**src/hdl/foccl_pkg.sv**
```systemverilog
package foccl_pkg;

    localparam int ADC_BITS = 12;

    localparam int GAIN_W  = 24;
    localparam int POWER_W = 16;
    localparam int HALL_W  = 3;
    localparam int OUT_W   = 32;
    localparam int TRIG_W  = 16;

    // Internal widths that follow from the converter resolution.
    localparam int SUM_W  = ADC_BITS + 2;
    localparam int IA_W   = ADC_BITS + 14;
    localparam int IB_W   = ADC_BITS + 16;
    localparam int ERR_W  = ADC_BITS + 8;

    // Shared multiplier and accumulator.
    localparam int MUL_A_W = 33;
    localparam int MUL_B_W = 25;
    localparam int PROD_W  = MUL_A_W + MUL_B_W;
    localparam int ACC_W   = 60;

    // Scaled quadrature voltage, split into two multiplier-sized pieces.
    localparam int VQS_W  = 43;
    localparam int LO_W   = 21;
    localparam int HI_W   = VQS_W - LO_W;

    localparam int SH_W = 6;
    localparam logic [SH_W-1:0] SH_PARK  = SH_W'(28);
    localparam logic [SH_W-1:0] SH_GAIN  = SH_W'(8);
    localparam logic [SH_W-1:0] SH_POWER = SH_W'(6);
    localparam logic [SH_W-1:0] SH_INV   = SH_W'(14);

    localparam logic [MUL_B_W-1:0] INV_SQRT3_Q14 = MUL_B_W'(9459);

    localparam int CFG_IDX_W = 2;
    localparam logic [CFG_IDX_W-1:0] REG_PROP_GAIN  = CFG_IDX_W'(0);
    localparam logic [CFG_IDX_W-1:0] REG_INTEG_GAIN = CFG_IDX_W'(1);
    localparam logic [GAIN_W-1:0] PROP_GAIN_RST  = GAIN_W'(5760);
    localparam logic [GAIN_W-1:0] INTEG_GAIN_RST = GAIN_W'(69120);

    typedef logic signed [TRIG_W-1:0] trig_t;

    function automatic trig_t hall_cos(input logic [HALL_W-1:0] code);
        case (code)
            3'b101:  return trig_t'(8192);
            3'b100:  return -trig_t'(8192);
            3'b110:  return -trig_t'(16384);
            3'b010:  return -trig_t'(8192);
            3'b011:  return trig_t'(8192);
            default: return trig_t'(16384);
        endcase
    endfunction

    function automatic trig_t hall_sin(input logic [HALL_W-1:0] code);
        case (code)
            3'b101:  return trig_t'(14189);
            3'b100:  return trig_t'(14189);
            3'b110:  return trig_t'(0);
            3'b010:  return -trig_t'(14189);
            3'b011:  return -trig_t'(14189);
            default: return trig_t'(0);
        endcase
    endfunction

    // Shift right with rounding to nearest, ties away from zero.
    function automatic logic signed [ACC_W-1:0] round_shift(
        input logic signed [ACC_W-1:0] x,
        input logic [SH_W-1:0] sh
    );
        logic [ACC_W-1:0] mag;
        logic [ACC_W-1:0] half;
        logic [ACC_W-1:0] r;
        mag  = x[ACC_W-1] ? ACC_W'(-x) : ACC_W'(x);
        half = ACC_W'(1) << (sh - SH_W'(1));
        r    = (mag + half) >> sh;
        return x[ACC_W-1] ? -$signed(r) : $signed(r);
    endfunction

    function automatic logic sat_ovf(input logic signed [ACC_W-1:0] x);
        return !((&x[ACC_W-1:OUT_W-1]) || !(|x[ACC_W-1:OUT_W-1]));
    endfunction

    function automatic logic signed [OUT_W-1:0] sat32(input logic signed [ACC_W-1:0] x);
        if (sat_ovf(x))
            return x[ACC_W-1] ? {1'b1, {(OUT_W-1){1'b0}}} : {1'b0, {(OUT_W-1){1'b1}}};
        return x[OUT_W-1:0];
    endfunction

endpackage

```
**src/hdl/foc_current_loop_hall_sector.sv**
```systemverilog
// Field-oriented current loop with a Hall-sensor sector angle. Each input beat carries two
// phase-current counts, a Hall code and a Q10.6 power scale; the block runs the Clarke and
// Park transforms, two PI regulators with saturating integrators, the power scaling of Vq
// and the inverse Park transform, and returns one beat of saturated alpha/beta voltages and
// a saturation flag. All products go through one shared 33x25 multiplier and a 60-bit
// accumulator under a small sequencer, a multiply step and an accumulate step per term plus
// the rounding and integrator-update steps; the input stalls from acceptance until the
// result is in the output register, and longer if the previous result is still waiting at
// the last step. The finished result waits in an output register, so a new item is taken
// while it is still pending. Gains are written through the configuration port; the user
// must write them only while idle, since the block itself does not enforce it.
module foc_current_loop_hall_sector (
    input  logic                                   clk,
    input  logic                                   rst_n,
    input  logic                                   cfg_valid,
    output logic                                   cfg_ready,
    input  logic [foccl_pkg::CFG_IDX_W-1:0]        cfg_index,
    input  logic [foccl_pkg::GAIN_W-1:0]           cfg_data,
    input  logic                                   in_valid,
    output logic                                   in_stall,
    input  logic [foccl_pkg::ADC_BITS-1:0]         phase_a_current,
    input  logic [foccl_pkg::ADC_BITS-1:0]         phase_b_current,
    input  logic [foccl_pkg::HALL_W-1:0]           hall_code,
    input  logic [foccl_pkg::POWER_W-1:0]          power_scale,
    output logic                                   out_valid,
    input  logic                                   out_stall,
    output logic signed [foccl_pkg::OUT_W-1:0]     volt_alpha,
    output logic signed [foccl_pkg::OUT_W-1:0]     volt_beta,
    output logic                                   sat_flag
);

    localparam int ST_W = 6;
    localparam logic [ST_W-1:0] ST_IDLE  = ST_W'(0);
    localparam logic [ST_W-1:0] ST_IB_M  = ST_W'(1);
    localparam logic [ST_W-1:0] ST_IB_A  = ST_W'(2);
    localparam logic [ST_W-1:0] ST_D1_M  = ST_W'(3);
    localparam logic [ST_W-1:0] ST_D1_A  = ST_W'(4);
    localparam logic [ST_W-1:0] ST_D2_M  = ST_W'(5);
    localparam logic [ST_W-1:0] ST_D2_A  = ST_W'(6);
    localparam logic [ST_W-1:0] ST_D_R   = ST_W'(7);
    localparam logic [ST_W-1:0] ST_Q1_M  = ST_W'(8);
    localparam logic [ST_W-1:0] ST_Q1_A  = ST_W'(9);
    localparam logic [ST_W-1:0] ST_Q2_M  = ST_W'(10);
    localparam logic [ST_W-1:0] ST_Q2_A  = ST_W'(11);
    localparam logic [ST_W-1:0] ST_Q_R   = ST_W'(12);
    localparam logic [ST_W-1:0] ST_INT   = ST_W'(13);
    localparam logic [ST_W-1:0] ST_PD1_M = ST_W'(14);
    localparam logic [ST_W-1:0] ST_PD1_A = ST_W'(15);
    localparam logic [ST_W-1:0] ST_PD2_M = ST_W'(16);
    localparam logic [ST_W-1:0] ST_PD2_A = ST_W'(17);
    localparam logic [ST_W-1:0] ST_PD_R  = ST_W'(18);
    localparam logic [ST_W-1:0] ST_PQ1_M = ST_W'(19);
    localparam logic [ST_W-1:0] ST_PQ1_A = ST_W'(20);
    localparam logic [ST_W-1:0] ST_PQ2_M = ST_W'(21);
    localparam logic [ST_W-1:0] ST_PQ2_A = ST_W'(22);
    localparam logic [ST_W-1:0] ST_PQ_R  = ST_W'(23);
    localparam logic [ST_W-1:0] ST_VS_M  = ST_W'(24);
    localparam logic [ST_W-1:0] ST_VS_A  = ST_W'(25);
    localparam logic [ST_W-1:0] ST_VS_R  = ST_W'(26);
    localparam logic [ST_W-1:0] ST_AL1_M = ST_W'(27);
    localparam logic [ST_W-1:0] ST_AL1_A = ST_W'(28);
    localparam logic [ST_W-1:0] ST_AL2_M = ST_W'(29);
    localparam logic [ST_W-1:0] ST_AL2_A = ST_W'(30);
    localparam logic [ST_W-1:0] ST_AL3_M = ST_W'(31);
    localparam logic [ST_W-1:0] ST_AL3_A = ST_W'(32);
    localparam logic [ST_W-1:0] ST_AL_R  = ST_W'(33);
    localparam logic [ST_W-1:0] ST_BE1_M = ST_W'(34);
    localparam logic [ST_W-1:0] ST_BE1_A = ST_W'(35);
    localparam logic [ST_W-1:0] ST_BE2_M = ST_W'(36);
    localparam logic [ST_W-1:0] ST_BE2_A = ST_W'(37);
    localparam logic [ST_W-1:0] ST_BE3_M = ST_W'(38);
    localparam logic [ST_W-1:0] ST_BE3_A = ST_W'(39);
    localparam logic [ST_W-1:0] ST_BE_R  = ST_W'(40);

    logic [ST_W-1:0] state_reg, state_next;

    logic [foccl_pkg::GAIN_W-1:0] kp_reg, kp_next;
    logic [foccl_pkg::GAIN_W-1:0] ki_reg, ki_next;

    logic [foccl_pkg::ADC_BITS-1:0] a_reg, a_next;
    logic [foccl_pkg::ADC_BITS-1:0] b_reg, b_next;
    foccl_pkg::trig_t                cos_reg, cos_next;
    foccl_pkg::trig_t                sin_reg, sin_next;
    logic [foccl_pkg::POWER_W-1:0]  pwr_reg, pwr_next;

    logic [foccl_pkg::IB_W-1:0]              ib_reg, ib_next;
    logic signed [foccl_pkg::ERR_W-1:0]      err_d_reg, err_d_next;
    logic signed [foccl_pkg::ERR_W-1:0]      err_q_reg, err_q_next;
    logic signed [foccl_pkg::OUT_W-1:0]      integ_d_reg, integ_d_next;
    logic signed [foccl_pkg::OUT_W-1:0]      integ_q_reg, integ_q_next;
    logic signed [foccl_pkg::OUT_W-1:0]      vd_reg, vd_next;
    logic signed [foccl_pkg::OUT_W-1:0]      vq_reg, vq_next;
    logic signed [foccl_pkg::VQS_W-1:0]      vqs_reg, vqs_next;
    logic signed [foccl_pkg::OUT_W-1:0]      valpha_reg, valpha_next;
    logic                                    flag_reg, flag_next;

    logic signed [foccl_pkg::PROD_W-1:0]     prod_reg, prod_next;
    logic signed [foccl_pkg::ACC_W-1:0]      acc_reg, acc_next;

    logic                                    out_valid_reg, out_valid_next;
    logic signed [foccl_pkg::OUT_W-1:0]      out_alpha_reg, out_alpha_next;
    logic signed [foccl_pkg::OUT_W-1:0]      out_beta_reg, out_beta_next;
    logic                                    out_flag_reg, out_flag_next;

    logic signed [foccl_pkg::MUL_A_W-1:0]    mul_a;
    logic signed [foccl_pkg::MUL_B_W-1:0]    mul_b;
    logic [foccl_pkg::SH_W-1:0]              rnd_sh;
    logic signed [foccl_pkg::ACC_W-1:0]      rnd_out;
    logic signed [foccl_pkg::ACC_W-1:0]      prod_ext;
    logic signed [foccl_pkg::ACC_W-1:0]      prod_hi;
    logic signed [foccl_pkg::ACC_W-1:0]      sum_d;
    logic signed [foccl_pkg::ACC_W-1:0]      sum_q;
    logic signed [foccl_pkg::MUL_A_W-1:0]    ia_op;
    logic signed [foccl_pkg::MUL_A_W-1:0]    ib_op;
    logic signed [foccl_pkg::MUL_A_W-1:0]    lo_op;
    logic signed [foccl_pkg::MUL_A_W-1:0]    hi_op;
    logic signed [foccl_pkg::MUL_B_W-1:0]    cos_op;
    logic signed [foccl_pkg::MUL_B_W-1:0]    sin_op;
    logic                                    in_accept;
    logic                                    out_free;

    assign cfg_ready = 1'b1;
    assign in_stall  = (state_reg != ST_IDLE);
    assign in_accept = in_valid && !in_stall;
    assign out_free  = !out_valid_reg || !out_stall;

    assign out_valid  = out_valid_reg;
    assign volt_alpha = out_alpha_reg;
    assign volt_beta  = out_beta_reg;
    assign sat_flag   = out_flag_reg;

    assign ia_op  = foccl_pkg::MUL_A_W'({a_reg, 14'd0});
    assign ib_op  = foccl_pkg::MUL_A_W'(ib_reg);
    assign lo_op  = foccl_pkg::MUL_A_W'(vqs_reg[foccl_pkg::LO_W-1:0]);
    assign hi_op  = foccl_pkg::MUL_A_W'($signed(vqs_reg[foccl_pkg::VQS_W-1:foccl_pkg::LO_W]));
    assign cos_op = foccl_pkg::MUL_B_W'(cos_reg);
    assign sin_op = foccl_pkg::MUL_B_W'(sin_reg);

    // Operand selection for the shared multiplier.
    always_comb
    begin
        mul_a = '0;
        mul_b = '0;
        case (state_reg)
            ST_IB_M:
            begin
                mul_a = foccl_pkg::MUL_A_W'({2'b00, a_reg} + {1'b0, b_reg, 1'b0});
                mul_b = foccl_pkg::INV_SQRT3_Q14;
            end
            ST_D1_M:  begin mul_a = ia_op; mul_b = cos_op; end
            ST_D2_M:  begin mul_a = ib_op; mul_b = sin_op; end
            ST_Q1_M:  begin mul_a = ia_op; mul_b = sin_op; end
            ST_Q2_M:  begin mul_a = ib_op; mul_b = cos_op; end
            ST_PD1_M:
            begin
                mul_a = foccl_pkg::MUL_A_W'(err_d_reg);
                mul_b = foccl_pkg::MUL_B_W'(kp_reg);
            end
            ST_PD2_M:
            begin
                mul_a = foccl_pkg::MUL_A_W'(integ_d_reg);
                mul_b = foccl_pkg::MUL_B_W'(ki_reg);
            end
            ST_PQ1_M:
            begin
                mul_a = foccl_pkg::MUL_A_W'(err_q_reg);
                mul_b = foccl_pkg::MUL_B_W'(kp_reg);
            end
            ST_PQ2_M:
            begin
                mul_a = foccl_pkg::MUL_A_W'(integ_q_reg);
                mul_b = foccl_pkg::MUL_B_W'(ki_reg);
            end
            ST_VS_M:
            begin
                mul_a = foccl_pkg::MUL_A_W'(vq_reg);
                mul_b = foccl_pkg::MUL_B_W'(pwr_reg);
            end
            ST_AL1_M: begin mul_a = foccl_pkg::MUL_A_W'(vd_reg); mul_b = cos_op; end
            ST_AL2_M: begin mul_a = lo_op; mul_b = sin_op; end
            ST_AL3_M: begin mul_a = hi_op; mul_b = sin_op; end
            ST_BE1_M: begin mul_a = foccl_pkg::MUL_A_W'(vd_reg); mul_b = sin_op; end
            ST_BE2_M: begin mul_a = lo_op; mul_b = cos_op; end
            ST_BE3_M: begin mul_a = hi_op; mul_b = cos_op; end
            default:  begin mul_a = '0; mul_b = '0; end
        endcase
    end

    always_comb
    begin
        case (state_reg)
            ST_D_R, ST_Q_R:   rnd_sh = foccl_pkg::SH_PARK;
            ST_PD_R, ST_PQ_R: rnd_sh = foccl_pkg::SH_GAIN;
            ST_VS_R:          rnd_sh = foccl_pkg::SH_POWER;
            default:          rnd_sh = foccl_pkg::SH_INV;
        endcase
    end

    assign prod_next = mul_a * mul_b;
    assign prod_ext  = foccl_pkg::ACC_W'(prod_reg);
    // The high piece of the scaled Vq carries a weight of two to the LO_W.
    assign prod_hi   = prod_ext <<< foccl_pkg::LO_W;
    assign rnd_out   = foccl_pkg::round_shift(acc_reg, rnd_sh);
    assign sum_d     = foccl_pkg::ACC_W'(integ_d_reg) + foccl_pkg::ACC_W'(err_d_reg);
    assign sum_q     = foccl_pkg::ACC_W'(integ_q_reg) + foccl_pkg::ACC_W'(err_q_reg);

    always_comb
    begin
        state_next     = state_reg;
        kp_next        = kp_reg;
        ki_next        = ki_reg;
        a_next         = a_reg;
        b_next         = b_reg;
        cos_next       = cos_reg;
        sin_next       = sin_reg;
        pwr_next       = pwr_reg;
        ib_next        = ib_reg;
        err_d_next     = err_d_reg;
        err_q_next     = err_q_reg;
        integ_d_next   = integ_d_reg;
        integ_q_next   = integ_q_reg;
        vd_next        = vd_reg;
        vq_next        = vq_reg;
        vqs_next       = vqs_reg;
        valpha_next    = valpha_reg;
        flag_next      = flag_reg;
        acc_next       = acc_reg;
        out_valid_next = out_valid_reg;
        out_alpha_next = out_alpha_reg;
        out_beta_next  = out_beta_reg;
        out_flag_next  = out_flag_reg;

        if (cfg_valid && cfg_ready)
        begin
            if (cfg_index == foccl_pkg::REG_PROP_GAIN)
                kp_next = cfg_data;
            else if (cfg_index == foccl_pkg::REG_INTEG_GAIN)
                ki_next = cfg_data;
        end

        if (out_valid_reg && !out_stall)
            out_valid_next = 1'b0;

        case (state_reg)
            ST_IDLE:
            begin
                if (in_accept)
                begin
                    a_next     = phase_a_current;
                    b_next     = phase_b_current;
                    cos_next   = foccl_pkg::hall_cos(hall_code);
                    sin_next   = foccl_pkg::hall_sin(hall_code);
                    pwr_next   = power_scale;
                    flag_next  = 1'b0;
                    state_next = ST_IB_M;
                end
            end
            ST_IB_A:
            begin
                ib_next    = prod_reg[foccl_pkg::IB_W-1:0];
                state_next = ST_D1_M;
            end
            ST_D1_A, ST_PD1_A, ST_PQ1_A, ST_VS_A, ST_AL1_A, ST_BE1_A:
            begin
                acc_next   = prod_ext;
                state_next = state_reg + ST_W'(1);
            end
            ST_Q1_A:
            begin
                acc_next   = -prod_ext;
                state_next = ST_Q2_M;
            end
            ST_D2_A, ST_Q2_A, ST_PD2_A, ST_PQ2_A, ST_BE2_A:
            begin
                acc_next   = acc_reg + prod_ext;
                state_next = state_reg + ST_W'(1);
            end
            ST_AL2_A:
            begin
                acc_next   = acc_reg - prod_ext;
                state_next = ST_AL3_M;
            end
            ST_AL3_A:
            begin
                acc_next   = acc_reg - prod_hi;
                state_next = ST_AL_R;
            end
            ST_BE3_A:
            begin
                acc_next   = acc_reg + prod_hi;
                state_next = ST_BE_R;
            end
            ST_D_R:
            begin
                err_d_next = foccl_pkg::ERR_W'(-rnd_out);
                state_next = ST_Q1_M;
            end
            ST_Q_R:
            begin
                err_q_next = foccl_pkg::ERR_W'(-rnd_out);
                state_next = ST_INT;
            end
            ST_INT:
            begin
                integ_d_next = foccl_pkg::sat32(sum_d);
                integ_q_next = foccl_pkg::sat32(sum_q);
                flag_next    = flag_reg || foccl_pkg::sat_ovf(sum_d)
                               || foccl_pkg::sat_ovf(sum_q);
                state_next   = ST_PD1_M;
            end
            ST_PD_R:
            begin
                vd_next    = foccl_pkg::sat32(rnd_out);
                flag_next  = flag_reg || foccl_pkg::sat_ovf(rnd_out);
                state_next = ST_PQ1_M;
            end
            ST_PQ_R:
            begin
                vq_next    = foccl_pkg::sat32(rnd_out);
                flag_next  = flag_reg || foccl_pkg::sat_ovf(rnd_out);
                state_next = ST_VS_M;
            end
            ST_VS_R:
            begin
                vqs_next   = rnd_out[foccl_pkg::VQS_W-1:0];
                state_next = ST_AL1_M;
            end
            ST_AL_R:
            begin
                valpha_next = foccl_pkg::sat32(rnd_out);
                flag_next   = flag_reg || foccl_pkg::sat_ovf(rnd_out);
                state_next  = ST_BE1_M;
            end
            ST_BE_R:
            begin
                // Hold here until the output register is free for the new beat.
                if (out_free)
                begin
                    out_valid_next = 1'b1;
                    out_alpha_next = valpha_reg;
                    out_beta_next  = foccl_pkg::sat32(rnd_out);
                    out_flag_next  = flag_reg || foccl_pkg::sat_ovf(rnd_out);
                    state_next     = ST_IDLE;
                end
            end
            ST_IB_M, ST_D1_M, ST_D2_M, ST_Q1_M, ST_Q2_M, ST_PD1_M, ST_PD2_M,
            ST_PQ1_M, ST_PQ2_M, ST_VS_M, ST_AL1_M, ST_AL2_M, ST_AL3_M,
            ST_BE1_M, ST_BE2_M, ST_BE3_M:
            begin
                state_next = state_reg + ST_W'(1);
            end
            default:
            begin
                state_next = ST_IDLE;
            end
        endcase
    end

    always_ff @(posedge clk or negedge rst_n)
    begin
        if (!rst_n)
        begin
            state_reg     <= ST_IDLE;
            kp_reg        <= foccl_pkg::PROP_GAIN_RST;
            ki_reg        <= foccl_pkg::INTEG_GAIN_RST;
            integ_d_reg   <= '0;
            integ_q_reg   <= '0;
            out_valid_reg <= 1'b0;
        end
        else
        begin
            state_reg     <= state_next;
            kp_reg        <= kp_next;
            ki_reg        <= ki_next;
            integ_d_reg   <= integ_d_next;
            integ_q_reg   <= integ_q_next;
            out_valid_reg <= out_valid_next;
        end
    end

    always_ff @(posedge clk)
    begin
        a_reg         <= a_next;
        b_reg         <= b_next;
        cos_reg       <= cos_next;
        sin_reg       <= sin_next;
        pwr_reg       <= pwr_next;
        ib_reg        <= ib_next;
        err_d_reg     <= err_d_next;
        err_q_reg     <= err_q_next;
        vd_reg        <= vd_next;
        vq_reg        <= vq_next;
        vqs_reg       <= vqs_next;
        valpha_reg    <= valpha_next;
        flag_reg      <= flag_next;
        prod_reg      <= prod_next;
        acc_reg       <= acc_next;
        out_alpha_reg <= out_alpha_next;
        out_beta_reg  <= out_beta_next;
        out_flag_reg  <= out_flag_next;
    end

    a_busy_after_accept: assert property (@(posedge clk) disable iff (!rst_n)
        in_accept |=> in_stall)
        else $error("block took a beat but did not go busy");

    a_out_from_last_step: assert property (@(posedge clk) disable iff (!rst_n)
        $rose(out_valid_reg) |-> $past(state_reg == ST_BE_R))
        else $error("result appeared outside the final step");

    a_integ_d_only_in_update: assert property (@(posedge clk) disable iff (!rst_n)
        (state_reg != ST_INT) |=> $stable(integ_d_reg))
        else $error("direct integrator changed outside its update step");

    a_integ_q_only_in_update: assert property (@(posedge clk) disable iff (!rst_n)
        (state_reg != ST_INT) |=> $stable(integ_q_reg))
        else $error("quadrature integrator changed outside its update step");

    a_no_overwrite: assert property (@(posedge clk) disable iff (!rst_n)
        (out_valid_reg && out_stall) |=> out_valid_reg)
        else $error("pending result dropped while stalled");

endmodule
```
**config.mk**
```make
export PLATFORM = sky130hd
export DESIGN_NAME = foc_current_loop_hall_sector
export DESIGN_NICKNAME = d
export VERILOG_FILES = /design/src/hdl/foccl_pkg.sv /design/src/hdl/foc_current_loop_hall_sector.sv
export SDC_FILE = /design/constraint.sdc
export NUM_CORES = 2
export LEC_CHECK = 0
export ABC_AREA = 1
export BUFFER_PORTS_ARGS = -buffer_cell sky130_fd_sc_hd__buf_2
export CORE_AREA = 4 4 384 386
export CTS_BUF_LIST = sky130_fd_sc_hd__clkbuf_4 sky130_fd_sc_hd__clkbuf_8 sky130_fd_sc_hd__clkbuf_16
export CTS_CLUSTER_DIAMETER = 100
export DETAILED_ROUTE_END_ITERATION = 10
export DIE_AREA = 0 0 388 390
export PLACE_DENSITY = 0.79
export REMOVE_ABC_BUFFERS = 1
export SLEW_MARGIN = 30
export SYNTH_ARGS = -nofsm -noshare
export SYNTH_HDL_FRONTEND = slang
export SYNTH_SLANG_ARGS = --single-unit
```
**constraint.sdc**
```tcl
create_clock -name clk -period 9.83 [get_ports clk]
set_clock_uncertainty 0.1 [all_clocks]
set_input_delay 0.983 -clock clk [delete_from_list [all_inputs] [get_ports clk]]
set_output_delay 0.983 -clock clk [all_outputs]
set_load 0.005 [all_outputs]
```
==> results.md <==
Timing:
- The setup violation total in the final timing report is 0.
- The maximum clock frequency is 0.107 GHz.
- After layout, the worst setup slack is 0.453 ns.
- At the pin with the least slew margin, the transition time is 0.961 ns.
- The final hold violation count is 0.
- The final critical path time including I/O delays and setup is 9.38 ns.
- The worst pin sits at a relative slew slack of 0.358.
- The max-slew violation count is 0.
- The share of the cycle needed by the critical path after routing is 0.954.
- The accumulated negative setup slack is 0 ns.

Synth:
- The number of distinct standard cells referenced by the synthesized netlist is 72.
- The top-area cell type share of the netlist area is 0.233.
- The cell area that synthesis handed to floorplanning was 71500 µm².
- Yosys mapped a number of flops with a built-in enable equal to 379.
- In the synthesized netlist the dominant register cell turns out to be sky130_fd_sc_hd__edfxtp_1.
- The average cell area after synthesis is 7.63 µm².
- In this run, synthesis produced a sequential element count of 556.
- The share of the Yosys chip area taken by registers is 0.217.
- sky130_fd_sc_hd__nand2_1 is the most common cell in the netlist.
- The share of synthesized registers carrying an async set or reset is 0.214.
- The count of synthesis-stage warnings from yosys is 0.
- After synthesis, the cell types taking the most area are sky130_fd_sc_hd__fa_1 (23%), sky130_fd_sc_hd__edfxtp_1 (16%), sky130_fd_sc_hd__nand2_1 (12%).
- By count the netlist is led by sky130_fd_sc_hd__nand2_1 (2378), sky130_fd_sc_hd__inv_1 (1771), sky130_fd_sc_hd__fa_1 (831).
- Of all cell types, the one taking the most synthesized area is sky130_fd_sc_hd__fa_1.
- The cell count after synthesis came out at 9359.

GRT:
- The initial antenna violation count is 2.
- The maximum number of pins on one net before global-route repair is 76.
- The aggregate global routing overflow is 0.
- The first global-routing pass estimated 366000 µm of wire.
- The overall track demand over capacity in global routing is 0.308.
- The number of global-route vias before repair is 64900.

Worst setup path:
- For this run, the slowest stage of the critical path takes 0.55 ns.
- The worst setup path is captured at a flip-flop.
- At the worst endpoint, the arrival time is 9.83 ns.
- Along the worst path, the maximum fanout reaches 10.
- The critical path is of the reg -> reg type.
- The cell occurring most often along the worst timing path is sky130_fd_sc_hd__inv_1.
- The category of the worst setup path launch point is a flip-flop.
- Data on the critical path is required at its endpoint by 10.28 ns.
- The critical-path cell with the highest stage delay is sky130_fd_sc_hd__fa_1.

Floorplan:
- From left edge to right edge, the die measures 388 µm.
- The initialized floorplan defines 139 standard-cell rows.
- The initial utilization of the core area, before any placement, comes to 0.498.
- In this run the count of I/O pins placed on the die edge is 142.
- The area of the core region is 143000 µm².
- The area of the die is 151000 µm².
- The height of the chip is 390 µm.

Status:
- The final reports fail on DRC.
- The flow ran to the end, but the final reports show violations.

Placed design:
- The HPWL after detailed placement is 194000 µm.
- The setup slack after placement is -0.0116 ns.
- The count of buffers added on input and output ports is 140.
- The number of instances in the placed design is 11400.
- The weighted congestion at the end of routability-driven global placement is 1.06.

Clock tree:
- The H-tree depth is 3.
- The total of hold buffers inserted after clock tree synthesis is 0.
- After clock tree synthesis, the clock-pin slew on the worst setup and hold paths is 0.07 ns.
- The number of buffers between clock root and the deepest sink is 3.
- Clock tree synthesis inserted a total of 66 buffers.
- Clock latency on the worst-skew pair, taken at its later pin, is 0.67 ns.
- The cell sitting at the root of the clock tree is a sky130_fd_sc_hd__clkbuf_16.
- The CTS tree is done.
- The CTS sink count is 556.

Final layout:
- In the final layout, the share of cells above drive strength 1 is 0.103.
- The layout has 13100 filler cells.
- The growth of design area from synthesis to finish is 9.83%.
- The flip-flop count of the largest register, all copies and words added is 60.
- The utilization of the core after routing is 0.547.
- The number of nets in the layout is 10900.
- The number of standard cells in the layout, taps in and fillers out is 11500.

Drt:
- The average via count per standard cell is 5.71.
- The number of DRC violations after detailed routing is 2.
- The detail route stage leaves a number of antenna-violating nets equal to 0.
- The via count is 66000.
- In the final routed layout, each cell accounts on average for 20.6 µm.
- In this run, the number of DRC markers left after iteration 0 of detailed routing was 7144.
- The pre-antenna-repair detailed-routing pass consisted of 10 iterations.
- The total routed wirelength is 237000 µm.

Pwr:
- The ratio of total power to cell area is 319 nW/µm².
- Summed over all cells, the static leakage comes to 39.4 nW.
- The final total power is 25.0 mW.
- The worst voltage drop across the vdd grid is 0.000271 V.

Flow run:
- The tool flagged a number of max-cap violations equal to 0.

Min path:
- The worst hold path belongs to the class in -> async.
[report_power, final]
part | internal [mW] | switching [mW]
logic | 6.04 | 12.2
registers | 3.41 | 0.668
clock network | 1.62 | 1.13
total | 11.1 | 13.9
[final cells by class]
class / instances / area, µm² / area share
Clock inverter: 42 / 627 / 0.00799
Sequential cell: 556 / 15500 / 0.198
Antenna cell: 1 / 2.50 / 0.0000319
Inverter: 1820 / 6840 / 0.0872
Tap cell: 1903 / 2380 / 0.0303
Timing Repair Buffer: 445 / 3100 / 0.0396
Clock buffer: 79 / 1820 / 0.0231
Multi-Input combinational cell: 6696 / 48200 / 0.614
[per-layer routing]
metal | wire [µm] | GRT usage
met3 | 21500 | 0.0449
met5 | 13 | 0
met2 | 110000 | 0.501
met1 | 91700 | 0.403
met4 | 14400 | 0.158
[layout by cell type, fill, tap and decap left out, drive strengths merged, types with 16 or more instances in the layout]
cell type | netlist | routed
a21oi | 404 | 404
a221oi | 34 | 34
a22o | 31 | 31
a22oi | 39 | 39
a31oi | 50 | 50
buf | 57 | 445
clkbuf | 254 | 79
clkinv | 14 | 29
conb | 2 | 26
dfrtp | 111 | 111
dfxtp | 58 | 58
edfxtp | 379 | 379
fa | 831 | 831
ha | 370 | 370
inv | 1806 | 1815
nand2 | 2474 | 2474
nand3 | 657 | 657
nand3b | 17 | 17
nand4 | 94 | 94
nor2 | 693 | 693
nor3 | 59 | 59
nor4 | 33 | 33
o2111ai | 33 | 33
o211ai | 32 | 32
o21a | 16 | 16
o21ai | 404 | 404
o221ai | 17 | 17
o22ai | 18 | 18
or2 | 78 | 78
xnor2 | 50 | 50
xor2 | 150 | 150
[cell families after synthesis]
kind of cell | count (synthesis) | share of synthesized area
buffers and inverters | 2131 | 0.113
XOR/XNOR | 200 | 0.0249
adder cells (fa/ha/maj) | 1201 | 0.298
multiplexers | 4 | 0.000560
AO/OA/AOI/OAI | 1144 | 0.0941
flip-flops | 556 | 0.217
other | 2 | 0.000105
AND/OR/NAND/NOR | 4121 | 0.252
[metrics by stage]
stage	hold slack [ns]	instance area, µm²
2_1_floorplan	0.300	70300
3_3_place_gp	0.302	75800
3_5_place_dp	0.305	75800
4_1_cts	0.313	78300
5_1_grt	0.246	78500
6_report	0.216	78500
[path summary, 6_finish.rpt]
path	startpoint	endpoint	slack, ns	cells after the start
min in group clk	valpha_reg[23]	volt_alpha[23]	0.32	0
max in group asynchronous	rst_n	kp_reg[18]	8.07	2
hold / removal	rst_n	integ_d_reg[12]	0.22	1
setup / recovery	state_reg[0]	prod_reg[55]	0.45	38
hold reg to reg	valpha_reg[23]	volt_alpha[23]	0.32	0
setup reg to reg	state_reg[0]	prod_reg[55]	0.45	38
[worst max-delay path, delay by kind of cell, from the launching register on]
| kind | cells | cell delay (ns) |
|---|---|---|
| simple gates | 10 | 1.50 |
| compound gates | 7 | 1.26 |
| fa+ha+maj | 9 | 4.14 |
| xor+xnor | 1 | 0.14 |
| buf+inv | 11 | 1.67 |
| flops | 1 | 0.40 |
[timing repair]
item                       CTS  global route
gates resized for setup      2            48
pin swaps                    0             7
setup buffers                1             6
setup endpoints to repair    3            25
(Power assumes the default switching activity.)
